--- src/rtl/chts_pkg.sv ---
// Package: constants, types and codes shared by the hash table block.
package chts_pkg;
	localparam int MAX_BUCKETS = 64;
	localparam int SLOTS_PER_BUCKET = 8;
	localparam int KEY_W = 31;
	localparam int BC_W = 7;
	localparam int BKT_W = (MAX_BUCKETS > 1) ? $clog2(MAX_BUCKETS) : 1;
	localparam int SLOT_W = (SLOTS_PER_BUCKET > 1) ? $clog2(SLOTS_PER_BUCKET) : 1;
	localparam int FILL_W = $clog2(SLOTS_PER_BUCKET + 1);
	localparam int ADDR_W = BKT_W + SLOT_W;
	localparam int DEPTH = MAX_BUCKETS * SLOTS_PER_BUCKET;
	localparam int REM_W = BC_W + 1;

	localparam logic [1:0] ACT_INSERT = 2'd0;
	localparam logic [1:0] ACT_REMOVE = 2'd1;
	localparam logic [1:0] ACT_FIND   = 2'd2;

	localparam logic [1:0] ST_OK       = 2'd0;
	localparam logic [1:0] ST_FULL     = 2'd1;
	localparam logic [1:0] ST_NOTFOUND = 2'd2;

	typedef struct packed {
		logic [1:0]       action;
		logic [KEY_W-1:0] key;
		logic [BKT_W-1:0] bucket;
	} cmd_t;

	typedef enum logic [2:0] {
		FE_IDLE, FE_DIV, FE_PUSH
	} fe_state_t;

	typedef enum logic [3:0] {
		BE_CLEAR, BE_IDLE, BE_FILL, BE_READ, BE_SCAN, BE_SHR_RD, BE_SHR_WR, BE_SHL_RD,
		BE_SHL_WR, BE_DONE
	} be_state_t;
endpackage

--- src/rtl/chts_front.sv ---
// Front end: takes words, computes the bucket by a bit-serial remainder.
module chts_front import chts_pkg::*; (
	input  logic             clk,
	input  logic             arst_n,
	input  logic             in_valid,
	output logic             in_stall,
	input  logic [1:0]       action,
	input  logic [KEY_W-1:0] key,
	input  logic [BC_W-1:0]  bucket_count,
	output logic             q_push,
	output cmd_t             q_data,
	input  logic             q_full
);
	fe_state_t state_q, state_d;
	logic [1:0]       act_q;
	logic [KEY_W-1:0] key_q;
	logic [KEY_W-1:0] shf_q;
	logic [REM_W-1:0] rem_q;
	logic [4:0]       cnt_q;
	logic [BC_W-1:0]  mod_q;
	logic [BC_W-1:0]  mod_d;
	logic [REM_W-1:0] trial;
	logic             last;

	always_comb begin
		if (bucket_count == '0) mod_d = BC_W'(1);
		else if (32'(bucket_count) > MAX_BUCKETS) mod_d = BC_W'(MAX_BUCKETS);
		else mod_d = bucket_count;
	end

	assign trial = {rem_q[REM_W-2:0], shf_q[KEY_W-1]};
	assign last = (cnt_q == 5'(KEY_W - 1));

	always_comb begin
		state_d = state_q;
		unique case (state_q)
			FE_IDLE: if (in_valid) state_d = FE_DIV;
			FE_DIV:  if (last) state_d = FE_PUSH;
			FE_PUSH: if (!q_full) state_d = FE_IDLE;
			default: state_d = FE_IDLE;
		endcase
	end

	always_comb begin
		in_stall = (state_q != FE_IDLE);
		q_push = (state_q == FE_PUSH) && !q_full;
		q_data.action = act_q;
		q_data.key = key_q;
		q_data.bucket = rem_q[BKT_W-1:0];
	end

	always_ff @(posedge clk or negedge arst_n) begin
		if (!arst_n) state_q <= FE_IDLE;
		else state_q <= state_d;
	end

	always_ff @(posedge clk) begin
		if (state_q == FE_IDLE && in_valid) begin
			act_q <= action;
			key_q <= key;
			shf_q <= key;
			rem_q <= '0;
			cnt_q <= '0;
			mod_q <= mod_d;
		end else if (state_q == FE_DIV) begin
			shf_q <= {shf_q[KEY_W-2:0], 1'b0};
			cnt_q <= cnt_q + 5'd1;
			if (trial >= {1'b0, mod_q}) rem_q <= trial - {1'b0, mod_q};
			else rem_q <= trial;
		end
	end
endmodule

--- config.mk ---
export PLATFORM = sky130hd
export DESIGN_NAME = chts_front
export DESIGN_NICKNAME = d
export VERILOG_FILES = /design/src/rtl/chts_pkg.sv /design/src/rtl/chts_front.sv
export SDC_FILE = /design/constraint.sdc
export NUM_CORES = 1
export LEC_CHECK = 0
export BUFFER_PORTS_ARGS = -buffer_cell sky130_fd_sc_hd__buf_2
export CORE_ASPECT_RATIO = 2
export CORE_MARGIN = 2
export CORE_UTILIZATION = 53
export CTS_CLUSTER_SIZE = 16
export DETAILED_ROUTE_END_ITERATION = 7
export PLACE_DENSITY = 0.79
export SETUP_SLACK_MARGIN = 0.3
export SYNTH_ARGS = -nofsm -noshare
export SYNTH_HDL_FRONTEND = slang
export SYNTH_SLANG_ARGS = --single-unit
--- constraint.sdc ---
create_clock -name clk -period 2.35 [get_ports clk]
set_input_delay 0.47 -clock clk [delete_from_list [all_inputs] [get_ports clk]]
set_output_delay 0.47 -clock clk [all_outputs]
set_load 0.01 [all_outputs]
==> key figures <==
Worst setup path
  • CP Depth: 10
  • Cell depth of the worst flop-to-flop path: 10
  • FF-to-FF setup slack: 0.18 ns
  • Worst setup path start: shf_q[30]$_DFFE_PP_
  • Worst Setup EP: rem_q[5]$_SDFFE_PP0P_
  • Worst EP required: 2.62 ns
  • Critical Path AT: 2.44 ns
  • Startpoint types: flop
  • Family with the most delay on the worst path: compound AO/OA/AOI/OAI gates
  • Crit-path cells: inv_1 > ha_2 > inv_2 > fa_2 > a21o_1 > a21oi_4 > a31o_4 > buf_4 > nand4_1 > nand3_1
  • Critical path's slowest cell: edfxtp_1
  • Reg2reg start: shf_q[30]$_DFFE_PP_
  • CP Capture Type: flop
  • FF-to-FF End: rem_q[5]$_SDFFE_PP0P_
  • Critical path class: flop to flop
  • Buf+Inv Stages, Crit Path: 3
  • Worst-path fanout max: 7
  • Max stage delay on crit path: 0.39 ns

GRT
  • Met2 Usage GRT: 37.7%
  • Overflow after GRT: 0
  • GR peak layer: met2
  • Initial antenna violation count: 0
  • Gr usage total: 21.9%
  • GR Util met3: 6.31%
  • Vias in the first global route: 2740
  • Grt met1 use: 23.3%
  • Pin count of the biggest net entering global routing: 42
  • First-pass GRT wire length: 12500 um

Logic synthesis
  • Sequential area share after synthesis: 66.8%
  • Post-Syn Area: 3620 sq um
  • Cell taking the most area after synthesis: edfxtp_1
  • Synth Register Bits: 85
  • Top cell type's share of synthesized area: 58.8%
  • Ys flop type: edfxtp_1
  • Mapped Avg Cell Area: 11.6 sq um
  • Synthesized net count: 366
  • Main area contributors after synthesis: edfxtp_1, nand2_1, dfxtp_1
  • Post-synth ARST share: 2.35%
  • Yosys Warn Count: 0
  • Post-synth EDFFs: 71
  • Syn Inst Count: 312
  • Library cells used by synthesis: 42

Timing
  • Post-layout minimum cycle time: 2.17 ns
  • Final period utilization: 92.5%
  • Max_slew headroom: 62.6%
  • Final setup violating endpoints: 0
  • F_max: 460 MHz
  • Setup TNS: 0 ns
  • Unrepaired setup endpoints after global routing: true
  • Clock Skews: 0.00615 ns
  • Worst-margin pin slew: 0.559 ns
  • Final Max Slew Viols: 0
  • Final Hold Viols: 0

Cells and area
  • Multi-input gate area: 1100 sq um
  • Layout Area Growth over Synthesis: 24.6%
  • Share of cells above drive strength 1: 29.2%
  • N_diodes: 0
  • Sequential Area: 2420 sq um
  • Final nets: 457
  • Fillers: 517

Clock network
  • Clock Sink Count: 85
  • Root buf cell: clkbuf_16
  • CTS max path bufs: 2
  • TritonCTS clock tree: done
  • Clk_lat worst skew: 0.34 ns
  • H-tree levels: 3
  • CTS buffer count: 9
  • Clk pin slew, worst setup/hold paths: 0.06 ns

Drt
  • Routed via count: 2647
  • Routed Antenna Nets: 0
  • Drt pass-1 iters: 5
  • DR vias/cell: 5.35
  • Total wire length: 7810 um
  • Wire length per cell: 15.8 um
  • DR DRC count: 0
  • Initial DRC count: 239

Placed design
  • Dpl hpwl: 5350 um
  • IO Port Bufs: 84
  • Final GP Congestion: 0.960

Die
  • Core footprint: 6620 sq um
  • Area of the die: 7560 sq um
  • IO Pins: 85
  • Initial Util: 54.7%
  • Die Wd: 62.5 um
  • Die height: 121 um
  • Site row count: 42

Power
  • Switching share of power: 33.1%
  • Combinational Power Share: 34.1%
  • Max VDD drop: 0.000781 V
  • Internal: 3.98 mW
  • Flop pwr share: 41.4%
  • Leak Pwr: 1.97 nW
  • PwrDens: 1320 nW/um^2
  • Pwr Total: 5.95 mW
  • Switching pwr: 1.97 mW
  • Clk pwr share: 24.5%

Outcome
  • Status: completed

Run
  • Max-Cap Viols: 0

Min path
  • Hold crit path type: input pin to flop
  • Hold Startpoint: action[1]
-- area by class of cell --
class | count | area share (%)
Clock buffer | 10 | 5.07
Tap cell | 88 | 2.44
Multi-Input combinational cell | 196 | 24.4
Clock inverter | 5 | 1.69
Sequential cell | 85 | 53.6
Inverter | 14 | 1.16
Timing Repair Buffer | 97 | 11.6
-- cell usage in the layout, fill, tap and decap left out, types with 2 or more instances in the layout --
cell / synthesis / final
nand3_1: 10 / 10
nand4_1: 10 / 10
dfxtp_1: 12 / 12
clkbuf_16: 0 / 9
clkinv_1: 0 / 2
ha_1: 9 / 8
o21ai_1: 4 / 4
nor3b_1: 3 / 3
a31oi_1: 2 / 2
o211ai_1: 2 / 2
mux2i_1: 2 / 2
nand2b_1: 3 / 3
dfrtp_1: 2 / 2
nor2b_1: 5 / 5
inv_2: 1 / 2
bufinv_16: 0 / 2
nand2_1: 97 / 97
xor2_1: 4 / 4
edfxtp_1: 71 / 71
nand3b_1: 3 / 3
nor2_1: 15 / 15
buf_4: 6 / 11
o21ai_0: 2 / 2
inv_1: 13 / 12
buf_2: 4 / 84
a21oi_1: 5 / 4
-- stage by stage --
| stage | std cells | util, % | hold WS [ns] | cell area [sq um] | setup WS, ns |
|---|---|---|---|---|---|
| final | 495 | 68.2 | 0.299 | 4520 | 0.177 |
| after global placement | 472 | 61.9 | 0.256 | 4100 | 0.225 |
| after global routing | 495 | 68.2 | 0.296 | 4520 | 0.0820 |
| after floorplan | 312 | - | 0.174 | 3620 | 0.356 |
| after detailed placement | 472 | 61.9 | 0.260 | 4100 | 0.102 |
| after CTS | 492 | 67.5 | 0.291 | 4470 | 0.261 |
-- sequential cells by signal (all words and copies together) (netlist names) --
name	count
shf_q	31
key_q	31
state_q	2
cnt_q	5
mod_q	7
act_q	2
rem_q	7
-- power by group through the flow --
stage	sequential, mW	clock, mW	combinational [mW]
detailed placement	2.48	0	1.77
floorplan	2.45	0	1.32
global route	2.51	1.54	2.25
finish	2.46	1.45	2.03
global placement	2.46	0	1.67
CTS	2.46	1.49	1.88
-- synth_stat cells (all sizes together), types with 3 or more instances --
cell,count
a21oi,6
a31oi,3
buf,11
clkbuf,6
dfxtp,12
edfxtp,71
ha,9
inv,14
nand2,97
nand2b,3
nand3,10
nand3b,3
nand4,10
nor2,15
nor2b,5
nor3b,3
o21ai,6
xor2,4
-- per-layer routing --
layer / vias to the layer above / part of all wire (%)
li1: 1262 / -
met1: 1249 / 35
met2: 109 / 54
met3: 27 / 5.7
met4: 0 / 4.5
met5: - / 0
-- worst min-delay path by stage --
| stage | endpoint | slack, ns | cells after the start |
|---|---|---|---|
| after floorplan | state_q[0]$_DFFE_PN0P_ | 0.17 | 0 |
| after global placement | state_q[1]$_DFFE_PN0P_ | 0.26 | 1 |
| after detailed placement | state_q[0]$_DFFE_PN0P_ | 0.26 | 1 |
| after global routing | act_q[1]$_DFFE_PP_ | 0.30 | 1 |
| final | act_q[1]$_DFFE_PP_ | 0.30 | 1 |
| after CTS | act_q[1]$_DFFE_PP_ | 0.29 | 1 |
-- logic make-up after synthesis --
logic type	after synthesis	share of synthesized area, %
AND/OR/NAND/NOR	152	18.3
flip-flops	85	66.8
buffers and inverters	31	3.97
AO/OA/AOI/OAI	26	5.21
adder cells (fa/ha/maj)	10	3.66
XOR/XNOR	6	1.45
multiplexers	2	0.552
-- timing repair --
| item | CTS | global route |
|---|---|---|
| setup endpoints to repair | 7 | 7 |
| gates resized for setup | 4 | 6 |
| hold buffers | 1 | 0 |
| setup buffers | 4 | 3 |
| pin swaps | 5 | 12 |
| hold endpoints to repair | 2 | 0 |
(Power assumes the default switching activity.)
