===== config.mk =====
export PLATFORM = sky130hd
export DESIGN_NAME = chts_queue
export DESIGN_NICKNAME = d
export VERILOG_FILES = /design/src/rtl/chts_pkg.sv /design/src/rtl/chts_queue.sv
export SDC_FILE = /design/constraint.sdc
export NUM_CORES = 1
export LEC_CHECK = 0
export ABC_CLOCK_PERIOD_IN_PS = 2440
export BUFFER_PORTS_ARGS = -buffer_cell sky130_fd_sc_hd__buf_2
export CAP_MARGIN = 20
export CORE_UTILIZATION = 46
export CTS_CLUSTER_SIZE = 40
export DETAILED_ROUTE_END_ITERATION = 12
export PLACE_DENSITY = 0.81
export SLEW_MARGIN = 20
export SYNTH_ARGS = -nofsm -noshare
export SYNTH_HDL_FRONTEND = slang
export SYNTH_SLANG_ARGS = --single-unit

===== constraint.sdc =====
create_clock -name clk -period 2.44 [get_ports clk]
set_input_delay 0.488 -clock clk [delete_from_list [all_inputs] [get_ports clk]]
set_output_delay 0.488 -clock clk [all_outputs]
set_load 0.02 [all_outputs]

===== src/rtl/chts_pkg.sv =====
// Package: constants, types and codes shared by the hash table block.
package chts_pkg;
	localparam int MAX_BUCKETS = 64;
	localparam int SLOTS_PER_BUCKET = 8;
	localparam int KEY_W = 31;
	localparam int BC_W = 7;
	localparam int BKT_W = (MAX_BUCKETS > 1) ? $clog2(MAX_BUCKETS) : 1;
	localparam int SLOT_W = (SLOTS_PER_BUCKET > 1) ? $clog2(SLOTS_PER_BUCKET) : 1;
	localparam int FILL_W = $clog2(SLOTS_PER_BUCKET + 1);
	localparam int ADDR_W = BKT_W + SLOT_W;
	localparam int DEPTH = MAX_BUCKETS * SLOTS_PER_BUCKET;
	localparam int REM_W = BC_W + 1;

	localparam logic [1:0] ACT_INSERT = 2'd0;
	localparam logic [1:0] ACT_REMOVE = 2'd1;
	localparam logic [1:0] ACT_FIND   = 2'd2;

	localparam logic [1:0] ST_OK       = 2'd0;
	localparam logic [1:0] ST_FULL     = 2'd1;
	localparam logic [1:0] ST_NOTFOUND = 2'd2;

	typedef struct packed {
		logic [1:0]       action;
		logic [KEY_W-1:0] key;
		logic [BKT_W-1:0] bucket;
	} cmd_t;

	typedef enum logic [2:0] {
		FE_IDLE, FE_DIV, FE_PUSH
	} fe_state_t;

	typedef enum logic [3:0] {
		BE_CLEAR, BE_IDLE, BE_FILL, BE_READ, BE_SCAN, BE_SHR_RD, BE_SHR_WR, BE_SHL_RD,
		BE_SHL_WR, BE_DONE
	} be_state_t;
endpackage


===== src/rtl/chts_queue.sv =====
// Two-entry command queue between the front end and the back end.
module chts_queue import chts_pkg::*; (
	input  logic clk,
	input  logic arst_n,
	input  logic push,
	input  cmd_t push_data,
	output logic full,
	input  logic pop,
	output cmd_t pop_data,
	output logic not_empty
);
	cmd_t mem_q [2];
	logic wp_q, rp_q;
	logic [1:0] cnt_q;

	assign full = (cnt_q == 2'd2);
	assign not_empty = (cnt_q != 2'd0);
	assign pop_data = mem_q[rp_q];

	always_ff @(posedge clk or negedge arst_n) begin
		if (!arst_n) begin
			wp_q <= 1'b0;
			rp_q <= 1'b0;
			cnt_q <= '0;
		end else begin
			if (push) wp_q <= ~wp_q;
			if (pop) rp_q <= ~rp_q;
			cnt_q <= cnt_q + 2'(push) - 2'(pop);
		end
	end

	always_ff @(posedge clk) begin
		if (push) mem_q[wp_q] <= push_data;
	end
endmodule


==> metrics.log, run 1 <==
[metrics] post-synthesis instance total: 136
[metrics] fin util: 58.9%
[metrics] category of the most critical setup path: flip-flop to primary output
[metrics] Highest Clock Rate: 0.458 GHz
[metrics] drt first pass iters: 4
[metrics] pin count of the biggest net entering global routing: 28
[metrics] antenna diode count: 0
[metrics] net switching fraction of the power: 31.8%
[metrics] CTS buffer count: 9
[metrics] largest buffer count on any clock path: 2
[metrics] P per Cell Area: 1140 mW/mm^2
[metrics] launch instance of the worst register-to-register path: wp_q
[metrics] Crit path arrival time: 1690 ps
[metrics] Sequential Area: 0.00244 sq mm
[metrics] total length of routed wires: 4820 microns
[metrics] library cells used by synthesis: 11
[metrics] DRT iter0 DRCs: 63
[metrics] Worst IR Drop VDD: 0.505 mV
[metrics] total stage count of the critical path: 3
[metrics] setup violators final: 0
[metrics] global-route usage over all layers: 14.3%
[metrics] slew at the pin closest to its max-slew limit: 480 ps
[metrics] half-perimeter wire length of the detailed placement result: 3310 microns
[metrics] top-area cell type share of the netlist area: 77.4%
[metrics] mean cell area of the mapped netlist: 22.2 sq um
[metrics] residual overflow from global routing: 0
[metrics] clock network power share: 19.3%
[metrics] launch point of the worst path: rp_q
[metrics] buffers added on ports: 83
[metrics] sequential share of power: 46.6%
[metrics] Multi-input gate area: 539 sq um
[metrics] final critical delay including setup and external delays: 2180 ps
[metrics] worst setup path endpoint: pop_data[5]
[metrics] horizontal die dimension: 83.1 microns
[metrics] DRT antenna net count: 0
[metrics] clock tree from TritonCTS: yes
[metrics] worst-path cell chain: buf_12 > mux2_2 > buf_2
[metrics] design internal power: 2.91 mW
[metrics] Setup TNS Final: 0 ps
[metrics] setup repair after global routing missed its margin: false
[metrics] detailed-route vias per instance: 4.86
[metrics] total standard cell area after synthesis: 0.00303 sq mm
[metrics] Worst Path Required: 1950 ps
[metrics] register area share after synthesis: 80.7%
[metrics] routed len/inst: 15.4 microns
[metrics] layout-stage area growth over the synthesis result: 23.7%
[metrics] slowest library cell on the worst path: sky130_fd_sc_hd__dfrtp_2
[metrics] Final WS setup: 259 ps
[metrics] run status: finished, final reports clean
[metrics] Reg2Reg Capture Point: mem_q[1][1]
[metrics] number of cells on the worst reg-to-reg path: 2
[metrics] vias: 1522
[metrics] dominant cell type by area after synthesis: sky130_fd_sc_hd__edfxtp_1
[metrics] cell at the root of the clock tree: sky130_fd_sc_hd__clkbuf_8
[metrics] wire length of the first global-routing pass: 7360 microns
[metrics] max capacitance violation total: 0
[metrics] number of sinks handled by clock tree synthesis: 82
[metrics] area of the placeable core: 0.00635 sq mm
[metrics] largest cells by area after synthesis: sky130_fd_sc_hd__edfxtp_1 (77%), sky130_fd_sc_hd__mux2_2 (15%), sky130_fd_sc_hd__dfrtp_1 (3.3%), sky130_fd_sc_hd__buf_6 (1.5%), sky130_fd_sc_hd__ha_1 (0.83%)
[metrics] boundary pin count: 84
[metrics] Max Slew Vio Count: 0
[metrics] leakage: 1.44 nW
[metrics] worst slack after detailed placement: 597 ps
[metrics] Routability Congestion: 0.678
[metrics] Skew-Pair Late Insertion Delay: 330 ps
[metrics] #FFs+latches synth: 82
[metrics] total count of hold-check failures in the final report: 0
[metrics] Mapped Nets: 181
[metrics] crit path buf inv count: 2
[metrics] Synth Warn #: 0
[metrics] initial antenna violation count: 0
[metrics] number of nets in the layout: 276
[metrics] y dimension of the die: 83.1 microns
[metrics] standard-cell rows: 29
[metrics] final clock period utilization by the worst path: 89.4%
[metrics] drc violations: 0
[metrics] fraction of power consumed by combinational cells: 34.1%
[metrics] final setup skew: 12.0 ps
[metrics] filler instances: 492
[metrics] critical-path maximum fanout: 27
[metrics] net switching power of the design: 1.36 mW
[metrics] internal reg-to-reg setup slack: 990 ps
[metrics] level count of the clock H-tree: 3
[metrics] worst slew margin relative to its limit: 68.0%
[metrics] Resize count post-CTS: 0
[metrics] clock-pin slew of the registers on the worst-case setup and hold paths: 70 ps
[metrics] CP delay by family, top: flip-flops
[metrics] class of the tightest hold or removal check: primary input to flip-flop
[metrics] die area: 0.00691 sq mm
[metrics] critical path startpoint category: flip-flop
[metrics] via count of the first global-routing pass: 1593
[metrics] starting utilization of the core area: 47.6%
[metrics] Worst path max stage delay: 590 ps
[metrics] ratio of cells with drive above 1 in the final layout: 59.7%
[metrics] Crit. End Element: primary output
logic make-up after synthesis:
kind of cell | Yosys count | synth area share [%]
XOR/XNOR | 3 | 1.36
multiplexers | 39 | 14.5
adder cells (fa/ha/maj) | 2 | 0.827
flip-flops | 82 | 80.7
AND/OR/NAND/NOR | 4 | 0.827
buffers and inverters | 6 | 1.74
routing by layer:
layer / wire length [microns] / GRT usage, % / vias up
met5: 0 / 0 / -
met4: 50 / 8.46 / 0
met3: 221 / 3.18 / 5
met2: 2570 / 24.1 / 50
met1: 1970 / 16.7 / 747
li1: - / - / 720
per-stage QoR:
stage / area, sq um / power, mW / hold slack, ps / std cells
2_1_floorplan: 3030 / 3.04 / 192 / 136
3_3_place_gp: 3570 / 3.47 / 298 / 296
3_5_place_dp: 3570 / 3.51 / 302 / 296
4_1_cts: 3740 / 4.33 / 318 / 313
5_1_grt: 3740 / 4.46 / 321 / 313
6_report: 3740 / 4.27 / 345 / 313
power groups by stage:
stage               Combinational, mW  Clock, mW  Sequential (mW)
floorplan                        1.07          0             1.97
global placement                 1.46          0             2.01
detailed placement               1.48          0             2.03
CTS                              1.49      0.847             2.00
global route                     1.54      0.892             2.02
finish                           1.45      0.824             1.99
synth_stat cells:
cell type,number
sky130_fd_sc_hd__dfrtp_1,4
sky130_fd_sc_hd__inv_1,2
sky130_fd_sc_hd__xor2_1,2
sky130_fd_sc_hd__or2_2,1
sky130_fd_sc_hd__edfxtp_1,78
sky130_fd_sc_hd__mux2_2,39
sky130_fd_sc_hd__nor2b_1,2
sky130_fd_sc_hd__buf_6,4
sky130_fd_sc_hd__xor3_1,1
sky130_fd_sc_hd__and2_1,1
sky130_fd_sc_hd__ha_1,2
cell usage in the layout (no fill, tap or decap), types with 2 or more instances in the layout:
cell type / instances
sky130_fd_sc_hd__clkbuf_1: 5
sky130_fd_sc_hd__mux2_2: 39
sky130_fd_sc_hd__buf_12: 3
sky130_fd_sc_hd__dfrtp_1: 3
sky130_fd_sc_hd__xor2_1: 2
sky130_fd_sc_hd__ha_1: 2
sky130_fd_sc_hd__clkbuf_8: 10
sky130_fd_sc_hd__edfxtp_1: 78
sky130_fd_sc_hd__inv_1: 2
sky130_fd_sc_hd__buf_2: 83
registers in the layout (all words and copies together) (netlist names):
name / cells
rp_q: 1
wp_q: 1
mem_q: 78
cnt_q: 2
worst min path at each step:
stage	from	to	slack (ps)	cells past startpoint
after floorplan	arst_n	cnt_q[0]	190	0
after global placement	arst_n	cnt_q[0]	300	1
after detailed placement	arst_n	cnt_q[1]	300	1
after CTS	push_data[26]	mem_q[1][26]	320	1
after global routing	push_data[19]	mem_q[0][19]	320	1
final	push_data[31]	mem_q[1][31]	340	1
final cells by class:
type / count / share of cell area (%)
sequential: 82 / 65.3
multi-input combinational: 48 / 14.4
timing repair buffer: 88 / 13.2
clock buffer: 15 / 4.18
tap: 77 / 2.58
inverter: 2 / 0.201
clock inverter: 1 / 0.134
repair_timing:
| item | 4_1_cts | 5_1_grt |
|---|---|---|
| endpoints found under the hold margin | 4 | 0 |
| setup buffers | 0 | 0 |
| hold buffers | 1 | 0 |
Power figures use the tool's default switching activity.
==> inputs of run 2 (changes only) <==
Settings changed: RECOVER_POWER from default to 50.
==> run 2 against run 1 <==
- cell count stayed put
- worst hold slack hardly changed
- non-clock buffer count stayed put
- cell area is 0.84% lower
- global-route usage stayed put
- clock power hardly changed
- sequential power hardly changed
- highest routed layer unchanged
==> metrics.log, run 2 (synthesis gave the netlist of run 1 again) <==
[metrics] run status: finished, final reports clean
[metrics] commonest non-fill, non-tap cells in the layout: sky130_fd_sc_hd__edfxtp_1 (78), sky130_fd_sc_hd__buf_2 (65), sky130_fd_sc_hd__mux2_2 (39), sky130_fd_sc_hd__clkbuf_1 (23), sky130_fd_sc_hd__clkbuf_8 (10)
[metrics] drc violations: 0
[metrics] launch instance of the worst register-to-register path: wp_q
[metrics] starting utilization of the core area: 47.6%
[metrics] clock-pin slew of the registers on the worst-case setup and hold paths: 80 ps
[metrics] design internal power: 2.91 mW
[metrics] registers with the highest flip-flop counts: mem_q x78, cnt_q x2
[metrics] initial antenna violation count: 0
[metrics] worst slew margin relative to its limit: 13.1%
[metrics] residual overflow from global routing: 0
[metrics] P per Cell Area: 1150 mW/mm^2
[metrics] boundary pin count: 84
[metrics] slowest library cell on the worst path: sky130_fd_sc_hd__dfrtp_2
[metrics] global-route usage over all layers: 14.3%
[metrics] number of nets in the layout: 276
[metrics] Multi-input gate area: 531 sq um
[metrics] category of the most critical setup path: flip-flop to primary output
[metrics] drt first pass iters: 4
[metrics] net switching power of the design: 1.35 mW
[metrics] class of the tightest hold or removal check: primary input to flip-flop
[metrics] CTS buffer count: 9
[metrics] worst hold path depth: 1
[metrics] y dimension of the die: 83.1 microns
[metrics] Worst path max stage delay: 590 ps
[metrics] fraction of power consumed by combinational cells: 33.9%
[metrics] Highest Clock Rate: 0.458 GHz
[metrics] level count of the clock H-tree: 3
[metrics] Hold-fix buffers, CTS: 1
[metrics] DRT iter0 DRCs: 66
[metrics] top register by number of flip-flops: mem_q
[metrics] ratio of cells with drive above 1 in the final layout: 51.3%
[metrics] pin count of the biggest net entering global routing: 28
[metrics] launch instance of the worst min-delay path: push_data[35]
[metrics] net switching fraction of the power: 31.8%
[metrics] total length of routed wires: 4790 microns
[metrics] antenna diode count: 0
[metrics] Skew-Pair Late Insertion Delay: 330 ps
[metrics] buffers added on ports: 83
[metrics] setup repair after global routing missed its margin: false
[metrics] Sequential Area: 0.00244 sq mm
[metrics] clock network power share: 19.3%
[metrics] clock tree from TritonCTS: yes
[metrics] vias: 1520
[metrics] max capacitance violation total: 0
[metrics] routed len/inst: 15.3 microns
[metrics] leakage: 1.38 nW
[metrics] area of the placeable core: 0.00635 sq mm
[metrics] flip-flop count of the largest register, all copies and words added: 78
[metrics] Worst IR Drop VDD: 0.506 mV
[metrics] detailed-route vias per instance: 4.86
[metrics] final clock period utilization by the worst path: 89.4%
[metrics] critical path startpoint category: flip-flop
[metrics] final critical delay including setup and external delays: 2180 ps
[metrics] standard-cell rows: 29
[metrics] largest buffer count on any clock path: 2
[metrics] Routability Congestion: 0.678
[metrics] half-perimeter wire length of the detailed placement result: 3310 microns
[metrics] Resize count post-CTS: 0
[metrics] filler instances: 501
[metrics] Worst Path Required: 1950 ps
[metrics] final setup skew: 11.9 ps
[metrics] layout-stage area growth over the synthesis result: 22.6%
[metrics] fin util: 58.4%
[metrics] critical-path maximum fanout: 27
[metrics] via count of the first global-routing pass: 1593
[metrics] Setup TNS Final: 0 ps
[metrics] Crit. End Element: primary output
[metrics] setup violators final: 0
[metrics] total count of hold-check failures in the final report: 0
[metrics] launch point of the worst path: rp_q
[metrics] number of sinks handled by clock tree synthesis: 82
[metrics] slew at the pin closest to its max-slew limit: 1300 ps
[metrics] DRT antenna net count: 0
[metrics] die area: 0.00691 sq mm
[metrics] Max Slew Vio Count: 0
[metrics] cell at the root of the clock tree: sky130_fd_sc_hd__clkbuf_8
[metrics] worst-path cell chain: buf_12 > mux2_2 > buf_2
[metrics] horizontal die dimension: 83.1 microns
[metrics] number of buffers added for setup after CTS: 0
[metrics] most frequent standard cell in the layout excluding fill and tap cells: sky130_fd_sc_hd__edfxtp_1
[metrics] sequential share of power: 46.7%
[metrics] Crit path arrival time: 1690 ps
[metrics] number of cells on the worst reg-to-reg path: 2
[metrics] wire length of the first global-routing pass: 7360 microns
-- run 2: cell types whose count changed in the layout (fill, tap and decap cells not counted) --
cell	change
sky130_fd_sc_hd__and2_2	-1
sky130_fd_sc_hd__and2_0	+1
sky130_fd_sc_hd__nor2b_4	-1
sky130_fd_sc_hd__buf_2	-18
sky130_fd_sc_hd__nor2b_1	+1
sky130_fd_sc_hd__clkbuf_1	+18
-- run 2: final timing paths --
path / slack [ps] / endpoint
max: 260 / pop_data[5]
min: 340 / mem_q[0][35]
max reg2reg: 470 / mem_q[1][1]
min reg2reg: 490 / wp_q
max in group asynchronous: 1710 / rp_q
min in group asynchronous: 520 / wp_q
-- run 2: area by class of cell --
class | instances | share of cell area (%)
flip-flops and latches | 82 | 65.9
multi-input cells | 48 | 14.3
repair buffers | 88 | 12.7
clock buffers | 15 | 4.22
well taps | 77 | 2.60
inverters | 2 | 0.202
clock inverters | 1 | 0.135
-- run 2: power by group through the flow --
| stage | logic, mW | registers (mW) | clock network, mW |
|---|---|---|---|
| after floorplan | 1.07 | 1.97 | 0 |
| after global placement | 1.46 | 2.01 | 0 |
| after detailed placement | 1.48 | 2.03 | 0 |
| after CTS | 1.49 | 2.00 | 0.847 |
| after global routing | 1.53 | 2.02 | 0.892 |
| final | 1.45 | 1.99 | 0.824 |
-- run 2: through the flow --
| stage | setup WS, ps | instance area, sq um | instances | hold WS, ps | power, mW |
|---|---|---|---|---|---|
| final | 259 | 3710 | 313 | 345 | 4.26 |
| after global routing | 174 | 3710 | 313 | 321 | 4.45 |
| after CTS | 222 | 3740 | 313 | 318 | 4.33 |
| after detailed placement | 597 | 3570 | 296 | 302 | 3.51 |
| after global placement | 608 | 3570 | 296 | 298 | 3.47 |
| after floorplan | 491 | 3030 | 136 | 192 | 3.04 |
-- run 2: routing by layer --
layer	GRT usage, %	wire (microns)	vias to the layer above
met5	0	0	-
met4	8.46	53	0
met3	3.18	214	5
met2	24.1	2560	49
met1	16.7	1960	747
li1	-	-	719
-- run 2: worst max-delay path: cells and delay by family (launching register included) --
family / cells / cell delay (ps)
buf+inv: 2 / 400
mux: 1 / 360
flops: 1 / 590
